## src/rtl/sbad_pkg.sv

```systemverilog
`timescale 1ns / 1ps
// Shared types and constants for the system bus address decoder.
// No dependencies; every other file of the block takes names from here.
package sbad_pkg;

  localparam int unsigned ADDR_W   = 32;
  localparam int unsigned REGION_W = 5;
  localparam int unsigned FOLD_W   = 29;
  localparam int unsigned SEG_W    = 3;
  localparam int unsigned NUM_WIN  = 16;

  typedef logic [ADDR_W-1:0]   addr_t;
  typedef logic [REGION_W-1:0] region_t;
  typedef logic [FOLD_W-1:0]   fold_t;
  typedef logic [SEG_W-1:0]    seg_t;

  // Segment codes from the top three address bits.
  localparam seg_t SEG_CACHED   = 3'd0;
  localparam seg_t SEG_UNCACHED = 3'd1;
  localparam seg_t SEG_PURGE    = 3'd2;
  localparam seg_t SEG_ADDR_ARR = 3'd3;
  localparam seg_t SEG_ONCHIP   = 3'd7;

  // Region codes.
  localparam region_t REGION_PURGE    = 5'd16;
  localparam region_t REGION_ADDR_ARR = 5'd17;
  localparam region_t REGION_SDRAM    = 5'd18;
  localparam region_t REGION_ONCHIP   = 5'd19;
  localparam region_t REGION_NONE     = 5'd20;

  // Segment 3 and segment 7 limits.
  localparam fold_t ADDR_ARR_LIMIT = 29'h00003FF;
  localparam addr_t SDRAM_LO       = 32'hFFFF8000;
  localparam addr_t SDRAM_HI       = 32'hFFFFC000;
  localparam addr_t ONCHIP_LO      = 32'hFFFFFE00;
  localparam addr_t SDRAM_MASK     = 32'h00000FFF;
  localparam addr_t ONCHIP_MASK    = 32'h000001FF;

  // One window of the low segments: [lo, hi) on the folded address.
  typedef struct packed {
    fold_t   lo;
    fold_t   hi;
    fold_t   mask;
    region_t region;
  } window_t;

  typedef window_t window_tab_t [NUM_WIN];

  localparam window_tab_t WINDOWS = '{
    '{29'h0000000, 29'h0080000, 29'h1FFFFFFF, 5'd0},
    '{29'h0100000, 29'h0100080, 29'h00000FF, 5'd1},
    '{29'h0180000, 29'h0190000, 29'h000FFFF, 5'd2},
    '{29'h0200000, 29'h0300000, 29'h00FFFFF, 5'd3},
    '{29'h2000000, 29'h4000000, 29'h0FFFFFF, 5'd4},
    '{29'h4000000, 29'h5000000, 29'h0FFFFFF, 5'd5},
    '{29'h5800000, 29'h5900000, 29'h00FFFFF, 5'd6},
    '{29'h5A00000, 29'h5A80000, 29'h000FFFF, 5'd7},
    '{29'h5B00000, 29'h5B00EE4, 29'h0000FFF, 5'd8},
    '{29'h5C00000, 29'h5CC0000, 29'h00FFFFF, 5'd9},
    '{29'h5D00000, 29'h5D00018, 29'h00000FF, 5'd10},
    '{29'h5E00000, 29'h5E80000, 29'h00FFFFF, 5'd11},
    '{29'h5F00000, 29'h5F01000, 29'h000FFFF, 5'd12},
    '{29'h5F80000, 29'h5F80120, 29'h0000FFF, 5'd13},
    '{29'h5FE0000, 29'h5FE00D0, 29'h00000FF, 5'd14},
    '{29'h6000000, 29'h6100000, 29'h00FFFFF, 5'd15}
  };

endpackage

```

## src/rtl/sbad_addr_if.sv

```systemverilog
`timescale 1ns / 1ps
// Request channel of the address decoder: one bus address per beat.
// Depends on sbad_pkg for the address type.
interface sbad_addr_if;
  logic           valid;
  logic           ready;
  sbad_pkg::addr_t address;

  modport source (output valid, output address, input ready);
  modport sink   (input valid, input address, output ready);
endinterface

```

## src/rtl/sbad_result_if.sv

```systemverilog
`timescale 1ns / 1ps
// Response channel of the address decoder: region, offset and error flag per beat.
// Depends on sbad_pkg for the field types.
interface sbad_result_if;
  logic             valid;
  logic             ready;
  sbad_pkg::region_t region;
  sbad_pkg::addr_t   offset;
  logic             bad_access;

  modport source (output valid, output region, output offset, output bad_access,
                  input ready);
  modport sink   (input valid, input region, input offset, input bad_access,
                  output ready);
endinterface

```

## src/rtl/system_bus_address_decoder.sv

```systemverilog
`timescale 1ns / 1ps
// System bus address decoder: maps each 32-bit bus address beat to a target region
// and a local offset. Depends on sbad_pkg, sbad_addr_if and sbad_result_if.
//
// The decoder takes one address beat per clock unless stalled and returns exactly
// one response beat for it, in order. An accepted address is held in an input
// register; the decode is a single level of compares against fixed windows, and
// its answer is captured in the response register when that register can load,
// so each response is presented from a register. Both registers advance together
// whenever the response side is not stalled, which sustains one beat per cycle.
// When the response sink holds ready low, the pipeline stalls and request ready
// drops only once both the input and the response stages are full.
// The top three address bits select a segment. Segments 0 and 1 fold the address
// to 29 bits and look it up in sixteen windows (boot ROM through high RAM); the
// offset is the folded address under that window's mask. Segment 2 is the purge
// area and returns the whole address as offset. Segment 3 is the address array,
// valid for folded addresses below 0x3FF. Segment 7 holds the SDRAM mode window
// and the on-chip register page. Every other address returns region "none",
// offset zero and bad_access set; an unmatched address never falls into the
// decoding of a different segment. There is no configuration and no state beyond
// the pipeline registers.
module system_bus_address_decoder (
  input  logic          clk,
  input  logic          rst,
  sbad_addr_if.sink     request,
  sbad_result_if.source response
);

  // Input stage.
  logic             in_valid;
  sbad_pkg::addr_t  in_addr;

  // Response stage.
  logic              out_valid;
  sbad_pkg::region_t out_region;
  sbad_pkg::addr_t   out_offset;
  logic              out_bad;

  logic out_advance;
  logic in_advance;

  // The response register can load when it is empty or being drained; the input
  // register can load when it is empty or moving into the response register.
  assign out_advance   = !out_valid || response.ready;
  assign in_advance    = !in_valid || out_advance;
  assign request.ready = in_advance;

  always_ff @(posedge clk) begin
    if (rst) begin
      in_valid <= 1'b0;
    end else if (in_advance) begin
      in_valid <= request.valid;
    end
  end

  always_ff @(posedge clk) begin
    if (in_advance && request.valid) begin
      in_addr <= request.address;
    end
  end

  // Decode of the held address.
  sbad_pkg::seg_t    seg;
  sbad_pkg::fold_t   folded;
  sbad_pkg::region_t region_next;
  sbad_pkg::addr_t   offset_next;
  logic              bad_next;
  logic              win_hit;
  sbad_pkg::region_t win_region;
  sbad_pkg::fold_t   win_offset;

  assign seg    = in_addr[sbad_pkg::ADDR_W-1 -: sbad_pkg::SEG_W];
  assign folded = in_addr[sbad_pkg::FOLD_W-1:0];

  // Windows never overlap, so at most one matches; the OR-merge picks it out.
  always_comb begin
    win_hit    = 1'b0;
    win_region = '0;
    win_offset = '0;
    for (int i = 0; i < sbad_pkg::NUM_WIN; i++) begin
      if (folded >= sbad_pkg::WINDOWS[i].lo && folded < sbad_pkg::WINDOWS[i].hi) begin
        win_hit    = 1'b1;
        win_region = win_region | sbad_pkg::WINDOWS[i].region;
        win_offset = win_offset | (folded & sbad_pkg::WINDOWS[i].mask);
      end
    end
  end

  always_comb begin
    region_next = sbad_pkg::REGION_NONE;
    offset_next = '0;
    bad_next    = 1'b1;
    case (seg)
      sbad_pkg::SEG_CACHED, sbad_pkg::SEG_UNCACHED: begin
        if (win_hit) begin
          region_next = win_region;
          offset_next = {{(sbad_pkg::ADDR_W-sbad_pkg::FOLD_W){1'b0}}, win_offset};
          bad_next    = 1'b0;
        end
      end
      sbad_pkg::SEG_PURGE: begin
        region_next = sbad_pkg::REGION_PURGE;
        offset_next = in_addr;
        bad_next    = 1'b0;
      end
      sbad_pkg::SEG_ADDR_ARR: begin
        if (folded < sbad_pkg::ADDR_ARR_LIMIT) begin
          region_next = sbad_pkg::REGION_ADDR_ARR;
          offset_next = {{(sbad_pkg::ADDR_W-sbad_pkg::FOLD_W){1'b0}}, folded};
          bad_next    = 1'b0;
        end
      end
      sbad_pkg::SEG_ONCHIP: begin
        if (in_addr >= sbad_pkg::SDRAM_LO && in_addr < sbad_pkg::SDRAM_HI) begin
          region_next = sbad_pkg::REGION_SDRAM;
          offset_next = in_addr & sbad_pkg::SDRAM_MASK;
          bad_next    = 1'b0;
        end else if (in_addr >= sbad_pkg::ONCHIP_LO) begin
          region_next = sbad_pkg::REGION_ONCHIP;
          offset_next = in_addr & sbad_pkg::ONCHIP_MASK;
          bad_next    = 1'b0;
        end
      end
      default: begin
        region_next = sbad_pkg::REGION_NONE;
        offset_next = '0;
        bad_next    = 1'b1;
      end
    endcase
  end

  always_ff @(posedge clk) begin
    if (rst) begin
      out_valid <= 1'b0;
    end else if (out_advance) begin
      out_valid <= in_valid;
    end
  end

  always_ff @(posedge clk) begin
    if (out_advance && in_valid) begin
      out_region <= region_next;
      out_offset <= offset_next;
      out_bad    <= bad_next;
    end
  end

  assign response.valid      = out_valid;
  assign response.region     = out_region;
  assign response.offset     = out_offset;
  assign response.bad_access = out_bad;

endmodule
```

## src/flat_wrapper.sv

```systemverilog
// flat-port wrapper written by rule: the top's interface ports become plain ports
module system_bus_address_decoder_flat 
  (clk, rst, request_valid, request_address, request_ready, response_valid, response_region, response_offset, response_bad_access, response_ready);
  sbad_addr_if request_i ();
  sbad_result_if response_i ();
  input  logic clk;
  input  logic rst;
  input wire logic [$bits(request_i.valid)-1:0] request_valid;
  input wire logic [$bits(request_i.address)-1:0] request_address;
  output wire logic [$bits(request_i.ready)-1:0] request_ready;
  output wire logic [$bits(response_i.valid)-1:0] response_valid;
  output wire logic [$bits(response_i.region)-1:0] response_region;
  output wire logic [$bits(response_i.offset)-1:0] response_offset;
  output wire logic [$bits(response_i.bad_access)-1:0] response_bad_access;
  input wire logic [$bits(response_i.ready)-1:0] response_ready;
  assign request_i.valid = request_valid;
  assign request_i.address = request_address;
  assign request_ready = request_i.ready;
  assign response_valid = response_i.valid;
  assign response_region = response_i.region;
  assign response_offset = response_i.offset;
  assign response_bad_access = response_i.bad_access;
  assign response_i.ready = response_ready;
  system_bus_address_decoder u_core (.clk(clk), .rst(rst), .request(request_i), .response(response_i));
endmodule
```

## config.mk

```make
export PLATFORM = sky130hd
export DESIGN_NAME = system_bus_address_decoder_flat
export DESIGN_NICKNAME = d
export VERILOG_FILES = /design/src/rtl/sbad_pkg.sv /design/src/rtl/sbad_addr_if.sv /design/src/rtl/sbad_result_if.sv /design/src/rtl/system_bus_address_decoder.sv /design/src/flat_wrapper.sv
export SDC_FILE = /design/constraint.sdc
export NUM_CORES = 1
export LEC_CHECK = 0
export ABC_AREA = 1
export BUFFER_PORTS_ARGS = -buffer_cell sky130_fd_sc_hd__buf_2
export CAP_MARGIN = 20
export CORE_MARGIN = 3
export CORE_UTILIZATION = 55
export CTS_CLUSTER_SIZE = 30
export DETAILED_ROUTE_END_ITERATION = 8
export GPL_ROUTABILITY_DRIVEN = 0
export HOLD_SLACK_MARGIN = 0.06
export PLACE_DENSITY = 0.88
export SLEW_MARGIN = 0
export SYNTH_ARGS = -nofsm -noshare
export SYNTH_HDL_FRONTEND = slang
export SYNTH_SLANG_ARGS = --single-unit
```

## constraint.sdc

```tcl
create_clock -name clk -period 6.6 [get_ports clk]
set_input_delay 0.99 -clock clk [delete_from_list [all_inputs] [get_ports clk]]
set_output_delay 0.99 -clock clk [all_outputs]
set_load 0.01 [all_outputs]
```

[Yosys cells after proc, flatten, opt, wreduce, memory -nomap -nowiden]
Cells that the tools add are included.
Storage, ports and cells
  bits in latches: 0
  flip-flop bits (word level): 72
  memories kept: 0
  memory bits (read-only): 0
  memory bits (writable): 0
  logic and storage cells: 148
Cells by class
  magnitude comparators: 36
  equality and inequality tests: 4
  $mul: 0
  multiplexer cells: 62
  div/mod/pow operators: 0
  reduce and logical (&&, ||, !) cells: 25
  shifts and indexed selects: 0
  add/sub/neg operators: 0
  bitwise operators: 15
Operator list (number)
  $mux 29: 18
  $lt 29x27->1 const B: 12
  $ge 29x27->1 const B: 11
  $or 29x20->29: 5
  $pmux 32 s4: 1
  $or 29x16->29: 3
  $or 29x8->29: 3
  $ge 32x32->1 const B: 2
  $ge 29x21->1 const B: 2
  $lt 29x21->1 const B: 2
  $or 29x12->29: 2
  $or 29x24->29: 2
  $lt 32x32->1 const B: 1
  $mux 32: 1
  $mux 4: 8
  $ge 29x1->1 const B: 1
  $ge 29x22->1 const B: 1
  $ge 29x26->1 const B: 1
  $lt 29x10->1 const B: 1
  $lt 29x20->1 const B: 1
  $lt 29x22->1 const B: 1
  $mux 1: 21
  $pmux 5 s4: 1
  $logic_and 1x1->1: 19
  12 further kinds: 22

[Depth between registers and ports, before layout]
Gate-level depths: netlist of run 1.
  depth in word-level cells: 35
  depth in mapped cells: 14
  gate-level depth less buffers: 14

[Worst setup path after synthesis of run 1]
OpenSTA, ideal clock, no wires.
  path type: input to register
  start point: input port response_ready
  end point: register u_core.out_bad (netlist: u_core.response.bad_access) (enable)
  data required time: 6154 ps
  stages on the path: 2
  arrival time: 2904 ps
  path slack: 3250 ps
  library setup time: 446 ps
  path buffers: 0
  cells stage by stage: inv_1 a21oi_1
On the way
  word-level cells in the longest chain between the ends: 2
RTL lines
  start: declaration: RTL line flat_wrapper.sv:15  | input wire logic [$bits(response_i.ready)-1:0] response_ready;
  $logic_or 1x1->1: RTL line system_bus_address_decoder.sv:44  | assign out_advance = !out_valid || response.ready;
  $logic_and 1x1->1: RTL line system_bus_address_decoder.sv:141  | if (out_advance && in_valid) begin
  end signal: assignment: RTL line system_bus_address_decoder.sv:144  | out_bad <= bad_next;
  end: declaration: RTL line system_bus_address_decoder.sv:37  | logic out_bad;
Every way passes these cells.
A chain may end at the register's enable or synchronous reset.

[Worst setup path in the final report of run 1]
  start point: input port response_ready
  end point: output port request_ready
On the way
  word-level cells in the longest chain between the ends: 2
RTL lines
  $logic_or 1x1->1: RTL line system_bus_address_decoder.sv:44
  $logic_or 1x1->1: RTL line system_bus_address_decoder.sv:45  | assign in_advance = !in_valid || out_advance;
  end: declaration: RTL line flat_wrapper.sv:10  | output wire logic [$bits(request_i.ready)-1:0] request_ready;
Every way passes these cells.

==> results_dict.tcl, run 1 <==
set metrics [dict create \
    syn_avg_cell_area_um2 9.57 \
    min-delay-path-class "register to register" \
    synth_flop_cell "edfxtp_1" \
    grt_pass1_wl_mm 12.5 \
    synth_seq_area_share 0.632 \
    path_max_fanout 3 \
    dpl.hpwl_mm 5.53 \
    clock_sinks 72 \
    dieWidth_um 84.5 \
    nFillCells 420 \
    netlist-cell-type-count 25 \
    slowest_delay_ns 0.16 \
    root_buffer "clkbuf_8" \
    numCtsBuffers 9 \
    antenna_found_initial 0 \
    initial_utilization 0.590 \
    clock_path_buffers 2 \
    cp_common_cell "buf_2" \
    io_buffers 75 \
    yosysMostFrequentCell "nand2_1" \
    die_area_um2 7140 \
    skew_ns 0.0135 \
    syn_inst 354 \
    fmax_mhz 403 \
    gr-total-overflow 0 \
    slew_headroom 0.566 \
    setup_viol 0 \
    synthTopCellsByArea "edfxtp_1 (62%), nand2_1 (8.2%), nor2_1 (7.3%)" \
    clkSlewWorstSetupHoldPaths_ns 0.08 \
    syn_area_um2 3390 \
    status "finished, final reports clean" \
    cts_repair_resize_count 0 \
    ios 76 \
    vdd_drop_max_mv 0.162 \
    vias 2802 \
    nets 477 \
    cp.arrival_ns 1.49 \
    endpoint_kind "output pin" \
    coreArea_um2 5740 \
    regArea_um2 2140 \
    diodes 0 \
    power_leakage_uw 0.00188 \
    cts_tree "yes" \
    finalCritPeriodShare 0.376 \
    fp-row-count 27 \
    tns_ns 0 \
    worstMarginPinSlew_ns 0.646 \
    synth_common_cells "nand2_1 (74), edfxtp_1 (70), nor2_1 (66)" \
    ant_nets 0 \
    vias_per_cell 5.41 \
    ys_ff_latch 72 \
    rsz0062_at_grt "no" \
    fp.dieH_um 84.5 \
    period_minus_slack_ns 2.48 \
    ys_async_sr_fraction 0 \
    drc 0 \
    grt_usage 0.224 \
    ys_warn_count 0 \
    crit_path_start_kind "input pin" \
    crit_type "input pin to output pin" \
    routed_wl_mm 7.55 \
    final-hold-violation-count 0 \
    synth-edff-count 70 \
    synth_area_leader_cell "edfxtp_1" \
    multiInputGateArea_um2 1060 \
    dr.pass1.iters 5 \
    netlist.area_leader.share 0.621 \
    maxSlewViolCount 0 \
    h-tree-depth 3 \
    crit_chain "buf_2 -> inv_1 -> nand3_1 -> buf_2" \
    cts_hold_buf 0 \
    clk_latency_ns 0.35 \
    cp_slowest_cell "buf_2" \
    power_density_nw_per_um2 241 \
    cap_violations 0 \
    areaGrowthSynthToFinish_pct 21.6 \
    routedWlPerCell_um 14.6 \
    grt_max_degree 39 \
    cp_data_required_time_ns 5.61 \
    drt_iter0_drc 353 \
    cts_post_setup_buffers_inserted 0 \
    finalPower_uw 994 \
    layout-drive-gt1-share 0.235 \
    grt_pass1_vias 2604 \
]
-- cell type report --
type / count / share of cell area
flip-flops and latches: 72 / 0.520
multi-input cells: 232 / 0.259
clock buffers: 10 / 0.0310
repair buffers: 77 / 0.103
clock inverters: 6 / 0.0204
inverters: 49 / 0.0453
well taps: 72 / 0.0219
-- worst max-delay path: cells and delay by family --
family	cells	cell delay (ns)
buffers and inverters	3	0.37
and+or+nand+nor	1	0.13
-- flip-flops by register name, indices dropped and copies added, names as in the netlist --
name and cells:
u_core.in_addr 32, u_core.response.offset 32, u_core.response.region 5, u_core.in_valid 1, u_core.response.bad_access 1, u_core.response.valid 1
-- through the flow --
step | worst slack [ns] | area, um^2 | instances | hold WS, ns | util
6_report | 4.12 | 4120 | 518 | 0.533 | 0.717
5_1_grt | 4.07 | 4120 | 518 | 0.569 | 0.717
4_1_cts | 4.12 | 4070 | 516 | 0.532 | 0.709
3_5_place_dp | 3.99 | 3860 | 500 | 0.519 | 0.672
3_3_place_gp | 4.11 | 3860 | 500 | 0.506 | 0.672
2_1_floorplan | 3.25 | 3390 | 355 | 0.445 | -
-- per-layer routing --
layer / share of wire / wire, um / global-route usage / up-vias
li1: - / - / - / 1372
met1: 0.41 / 3090 / 0.297 / 1249
met2: 0.47 / 3550 / 0.354 / 165
met3: 0.097 / 736 / 0.0540 / 16
met4: 0.024 / 181 / 0.0964 / 0
met5: 0 / 0 / 0 / -
-- worst paths after layout --
check | slack (ns) | startpoint | to | cells after the start
max | 4.12 | response_ready | request_ready | 4
min | 0.53 | u_core.response.valid | u_core.response.valid | 2
min reg2reg | 0.53 | u_core.response.valid | u_core.response.valid | 2
max reg2reg | 4.44 | u_core.in_addr[28] | u_core.response.offset[11] | 11
-- cell usage in the layout (no fill, tap or decap), drive strengths merged --
cell,synthesis,layout
buf,1,77
nand2,77,77
edfxtp,70,70
nor2,70,70
inv,49,49
nand3,23,23
nand4,15,15
a21oi,14,14
o21ai,10,10
clkbuf,1,10
nor3,7,7
nand3b,4,4
clkinv,0,4
o31ai,3,3
o22ai,3,3
nor4,2,2
bufinv,0,2
dfxtp,2,2
conb,1,2
nor3b,1,1
a31oi,1,1
-- power by group --
| group | internal [uW] | total, uW | switching, uW |
|---|---|---|---|
| clock network | 212 | 371 | 160 |
| logic | 29.1 | 81.5 | 52.4 |
| registers | 525 | 541 | 16.1 |
| total | 766 | 994 | 228 |
-- logic make-up after synthesis --
kind of cell           count (synthesis)  share of synthesized area
buffers and inverters                 51                     0.0576
other                                  1                    0.00111
DFF                                   72                      0.632
and+or+nand+nor                      199                      0.259
AOI/OAI and AO/OA                     31                     0.0495
(Power assumes the default switching activity.)
==> run 2: changes to the inputs <==
- CORE_UTILIZATION: 55 -> 54
- PLACE_DENSITY: 0.88 -> 0.87
- clock period: 6.6 -> 2.4 ns (I/O delays scaled with it)
==> results_dict.tcl, run 2 (synthesis results as in run 1) <==
set metrics [dict create \
    mostFrequentLayoutCells "buf_2 (75), nand2_1 (74), edfxtp_1 (70)" \
    period_minus_slack_ns 2.16 \
    nets 478 \
    grt_usage 0.200 \
    clockPowerShare 0.394 \
    fp-row-count 28 \
    cp_data_required_time_ns 2.50 \
    cp_slowest_cell "edfxtp_1" \
    antenna_found_initial 0 \
    ios 76 \
    final-hold-violation-count 0 \
    crit_chain "nand4_1 -> nor2_1 -> nand3_1 -> nand2_1 -> nand4_1 -> nor2_1 -> nand2_2 -> nand2_4 -> nand2_2 -> inv_4 -> nor2_1" \
    cts_repair_resize_count 0 \
    routed_wl_mm 6.98 \
    hold_depth 2 \
    dpl.hpwl_mm 5.39 \
    numCtsBuffers 9 \
    clk_latency_ns 0.34 \
    drc 0 \
    combPwrFrac 0.077 \
    tns_ns 0 \
    diodes 0 \
    areaGrowthSynthToFinish_pct 21.6 \
    coreArea_um2 5990 \
    setup_viol 0 \
    routedWlPerCell_um 13.4 \
    initial_utilization 0.565 \
    cts_post_setup_buffers_inserted 0 \
    seqPwrFrac 0.529 \
    finalCritPeriodShare 0.899 \
    min-delay-path-class "input pin to register" \
    status "finished, final reports clean" \
    cp_common_cell "nor2_1" \
    critPathTopFamily "simple AND/OR/NAND/NOR gates" \
    p_sw_frac 0.215 \
    drt_iter0_drc 353 \
    ant_nets 0 \
    crit_type "register to register" \
    die_area_um2 7260 \
    crit_path_start_kind "register" \
    rsz0062_at_grt "no" \
    p_switching_uw 604 \
    min_to "u_core.in_valid" \
    gr-total-overflow 0 \
    endpoint_kind "register" \
    clkSlewWorstSetupHoldPaths_ns 0.07 \
    layout-drive-gt1-share 0.235 \
    intPower_uw 2210 \
    finalPower_uw 2810 \
    io_buffers 75 \
    cts_hold_buf 0 \
    holdWs_ns 0.183 \
    power_leakage_uw 0.00188 \
    vias 2761 \
    slew_headroom 0.628 \
    dpl_cell_area_um2 3880 \
    h-tree-depth 3 \
    skew_ns 0.00825 \
    fin_area_um2 4120 \
    grt_pass1_wl_mm 11.4 \
    hold_path.startpoint "rst" \
    vias_per_cell 5.29 \
    fp.dieH_um 85.2 \
    path_max_fanout 9 \
    worstRegToRegCells 11 \
    maxSlewViolCount 0 \
    clock_sinks 72 \
    grt_max_degree 39 \
    path_buf_inv 1 \
    fmax_mhz 464 \
    rr_endpoint "u_core.response.offset[0]" \
    cp.arrival_ns 2.26 \
    cts_tree "yes" \
    worstMarginPinSlew_ns 0.556 \
    cap_violations 0 \
    grt_pass1_vias 2501 \
    dieWidth_um 85.2 \
    vdd_drop_max_mv 0.439 \
    regToRegStartpoint "u_core.in_addr[21]" \
    clock_path_buffers 2 \
    slowest_delay_ns 0.57 \
    dr.pass1.iters 5 \
    ff2ff_setup_slack_ns 0.24 \
    power_density_nw_per_um2 682 \
    root_buffer "clkbuf_8" \
    final_common_cell "buf_2" \
]
run 2: how the worst max path moves through the flow:
stage                     depth (start not counted)  slack (ns)                    endpoint                from
after global routing                             11        0.03   u_core.response.offset[7]  u_core.in_addr[21]
after detailed placement                         11        0.28   u_core.response.offset[0]  u_core.in_addr[21]
final                                            11        0.24   u_core.response.offset[0]  u_core.in_addr[21]
after global placement                           11        0.37   u_core.response.offset[3]  u_core.in_addr[21]
after floorplan                                   2        0.44  u_core.response.bad_access      response_ready
after CTS                                        11        0.28   u_core.response.offset[0]  u_core.in_addr[21]
run 2: metrics by stage:
step	util	cells	setup slack [ns]
floorplan	-	355	0.442
global placement	0.648	506	0.366
detailed placement	0.648	506	0.283
CTS	0.688	522	0.280
global route	0.688	522	0.0341
finish	0.688	522	0.243
run 2: cell type report:
class	instances	area, um^2
clock inverters	6	108
fillers	444	1870
clock buffers	10	128
well taps	75	93.8
inverters	49	186
flip-flops and latches	72	2140
repair buffers	78	398
multi-input cells	232	1060
run 2: power by group through the flow:
stage,sequential (uW),clock (uW),combinational (uW)
after floorplan,1510,0,120
after global placement,1510,0,208
after detailed placement,1510,0,214
after CTS,1490,1130,215
after global routing,1490,1200,241
final,1490,1110,216
run 2: per-layer routing:
metal  track usage  wire (um)  vias up
met5             0          0        -
li1              -          -     1376
met1         0.279       2980     1191
met2         0.286       3080      161
met3        0.0447        681       33
met4         0.121        238        0
==> run 3: changes to the inputs <==
- ABC_AREA: 1 -> not set
- SLEW_MARGIN: 0 -> 15
==> results_dict.tcl, run 3 <==
set metrics [dict create \
    status "finished with violations" \
    violations "design-rule violations, negative setup slack" \
    p_sw_frac 0.220 \
    final-hold-violation-count 0 \
    synth-edff-count 70 \
    netlist-cell-type-count 54 \
    fp.dieH_um 84.4 \
    gr-total-overflow 0 \
    min_to "u_core.in_valid" \
    areaGrowthSynthToFinish_pct 34.0 \
    drt_iter0_drc 701 \
    startpoint "u_core.in_addr[16]" \
    worstMarginPinSlew_ns 1.00 \
    syn_avg_cell_area_um2 12.7 \
    ys_warn_count 0 \
    period_minus_slack_ns 2.56 \
    syn_area_um2 3320 \
    cp_data_required_time_ns 2.61 \
    numCtsBuffers 9 \
    cts_hold_buf 0 \
    rr_endpoint "u_core.response.offset[1]" \
    worstRegToRegCells 8 \
    path_max_fanout 8 \
    cap_violations 0 \
    post-place-ws_ns 0.00166 \
    slew_headroom 0.329 \
    final_cells 464 \
    io_buffers 75 \
    initial_utilization 0.581 \
    finalCritPeriodShare 1.07 \
    routedWlPerCell_um 21.6 \
    holdWs_ns 0.171 \
    utilization 0.778 \
    dieWidth_um 84.4 \
    setup_viol 18 \
    fp-row-count 27 \
    seqPwrFrac 0.496 \
    clock_sinks 72 \
    mostFrequentLayoutCells "buf_2 (75), edfxtp_1 (70), buf_4 (45)" \
    antenna_found_initial 0 \
    diodes 0 \
    setup_slack_ns -0.156 \
    grt_pass1_wl_mm 13.0 \
    dr.pass1.iters 9 \
    synth_common_cells "edfxtp_1 (70), nor2_1 (19), and2_1 (16)" \
    combPwrFrac 0.096 \
    synth_seq_area_share 0.646 \
    hold_depth 2 \
    slowest_delay_ns 0.51 \
    crit_type "register to register" \
    clockPowerShare 0.409 \
    clock_path_buffers 2 \
    routed_wl_mm 10.0 \
    coreArea_um2 5710 \
    crit_chain "nor4_4 -> buf_4 -> nand4_1 -> nor4_1 -> nor4_2 -> a31oi_4 -> buf_6 -> and2_1" \
    critPathTopFamily "simple AND/OR/NAND/NOR gates" \
    synth_flop_cell "edfxtp_1" \
    grt_pass1_vias 2617 \
    crit_path_start_kind "register" \
    ys_ff_latch 72 \
    root_buffer "clkbuf_8" \
    placed_cells 421 \
    cts_tree "yes" \
    nets 423 \
    die_area_um2 7120 \
    path_buf_inv 2 \
    vdd_drop_max_mv 0.549 \
    ant_nets 0 \
    power_density_nw_per_um2 689 \
    synthTopCellsByArea "edfxtp_1 (63%), and2_1 (3.0%), nor2_1 (2.2%)" \
    vias_per_cell 6.55 \
    regToRegStartpoint "u_core.in_addr[16]" \
    drc 58 \
    yosysMostFrequentCell "edfxtp_1" \
    grt_usage 0.236 \
    clk_latency_ns 0.35 \
    fmax_mhz 391 \
    vias 3039 \
    intPower_uw 2390 \
    min-delay-path-class "input pin to register" \
    ios 76 \
    h-tree-depth 3 \
    ff2ff_setup_slack_ns -0.16 \
    dpl.hpwl_mm 5.84 \
    netlist.area_leader.share 0.634 \
    final_common_cell "buf_2" \
    clkSlewWorstSetupHoldPaths_ns 0.08 \
    layout-drive-gt1-share 0.413 \
    hold_path.startpoint "rst" \
    p_switching_uw 674 \
    power_leakage_uw 0.00171 \
    endpoint_kind "register" \
    synth_area_leader_cell "edfxtp_1" \
    cp.arrival_ns 2.77 \
    maxSlewViolCount 0 \
    grt_max_degree 39 \
    cp_slowest_cell "edfxtp_1" \
    syn_inst 262 \
    ys_async_sr_fraction 0 \
    skew_ns 0.00821 \
]
[run 3: changes by cell type in the layout (fill, tap and decap cells not counted), moves of 5 or more]
cell and change:
nor2_1 -48, buf_4 +42, a31oi_1 +5, nand2_1 -60, and2_1 +16, nand3_1 -11, inv_1 -36, o21ai_0 -5
a21oi_1 -8, nor4_1 +5, nor2b_1 +6
[run 3: how the worst max path moves through the flow]
stage / end / slack, ns / cells after the start
2_1_floorplan: u_core.response.region[2] / 0.19 / 6
3_3_place_gp: u_core.response.offset[6] / 0.06 / 8
3_5_place_dp: u_core.response.offset[1] / 0.002 / 8
4_1_cts: u_core.response.offset[1] / 0.006 / 7
5_1_grt: u_core.response.offset[1] / -0.23 / 8
6_report: u_core.response.offset[1] / -0.16 / 8
[run 3: layout make-up]
type	count	area (um^2)
sequential	72	2140
fill	313	1270
multi-input combinational	174	1180
timing repair buffer	122	729
clock inverter	7	143
clock buffer	9	124
tap	72	90.1
inverter	8	30.0
[run 3: power groups by stage]
stage                     Sequential [uW]  Combinational (uW)  Clock [uW]
after global routing                 1520                 312        1330
after global placement               1540                 218           0
final                                1520                 293        1250
after detailed placement             1540                 225           0
after floorplan                      1540                 111           0
after CTS                            1510                 230        1260
[run 3: repair_timing]
item | in CTS | in global routing
pin swaps | 0 | 1
setup buffers | 2 | 26
gates resized for setup | 0 | 19
endpoints found under the setup margin | 6 | 26
gates cloned | 0 | 0
[run 3: cells by family after synthesis]
family	share of synthesized area
DFF	0.646
other	0.00113
and+or+nand+nor	0.226
AOI/OAI and AO/OA	0.105
buffers and inverters	0.0223
[run 3: stage by stage]
stage / total power [uW] / cell area, um^2 / TNS [ns]
after CTS: 3000 / 4180 / 0
after floorplan: 1650 / 3320 / 0
after detailed placement: 1770 / 3900 / 0
after global routing: 3170 / 4440 / -3.31
after global placement: 1760 / 3900 / 0
final: 3060 / 4440 / -1.67
[run 3: layer usage]
metal  vias to the layer above  part of all wire  track usage  wire length [um]
li1                       1270                 -            -                 -
met1                      1371              0.34        0.314              3370
met2                       301              0.44        0.354              4440
met3                        97              0.14       0.0608              1400
met4                         0             0.082        0.131               825
met5                         -                 0            0                 0
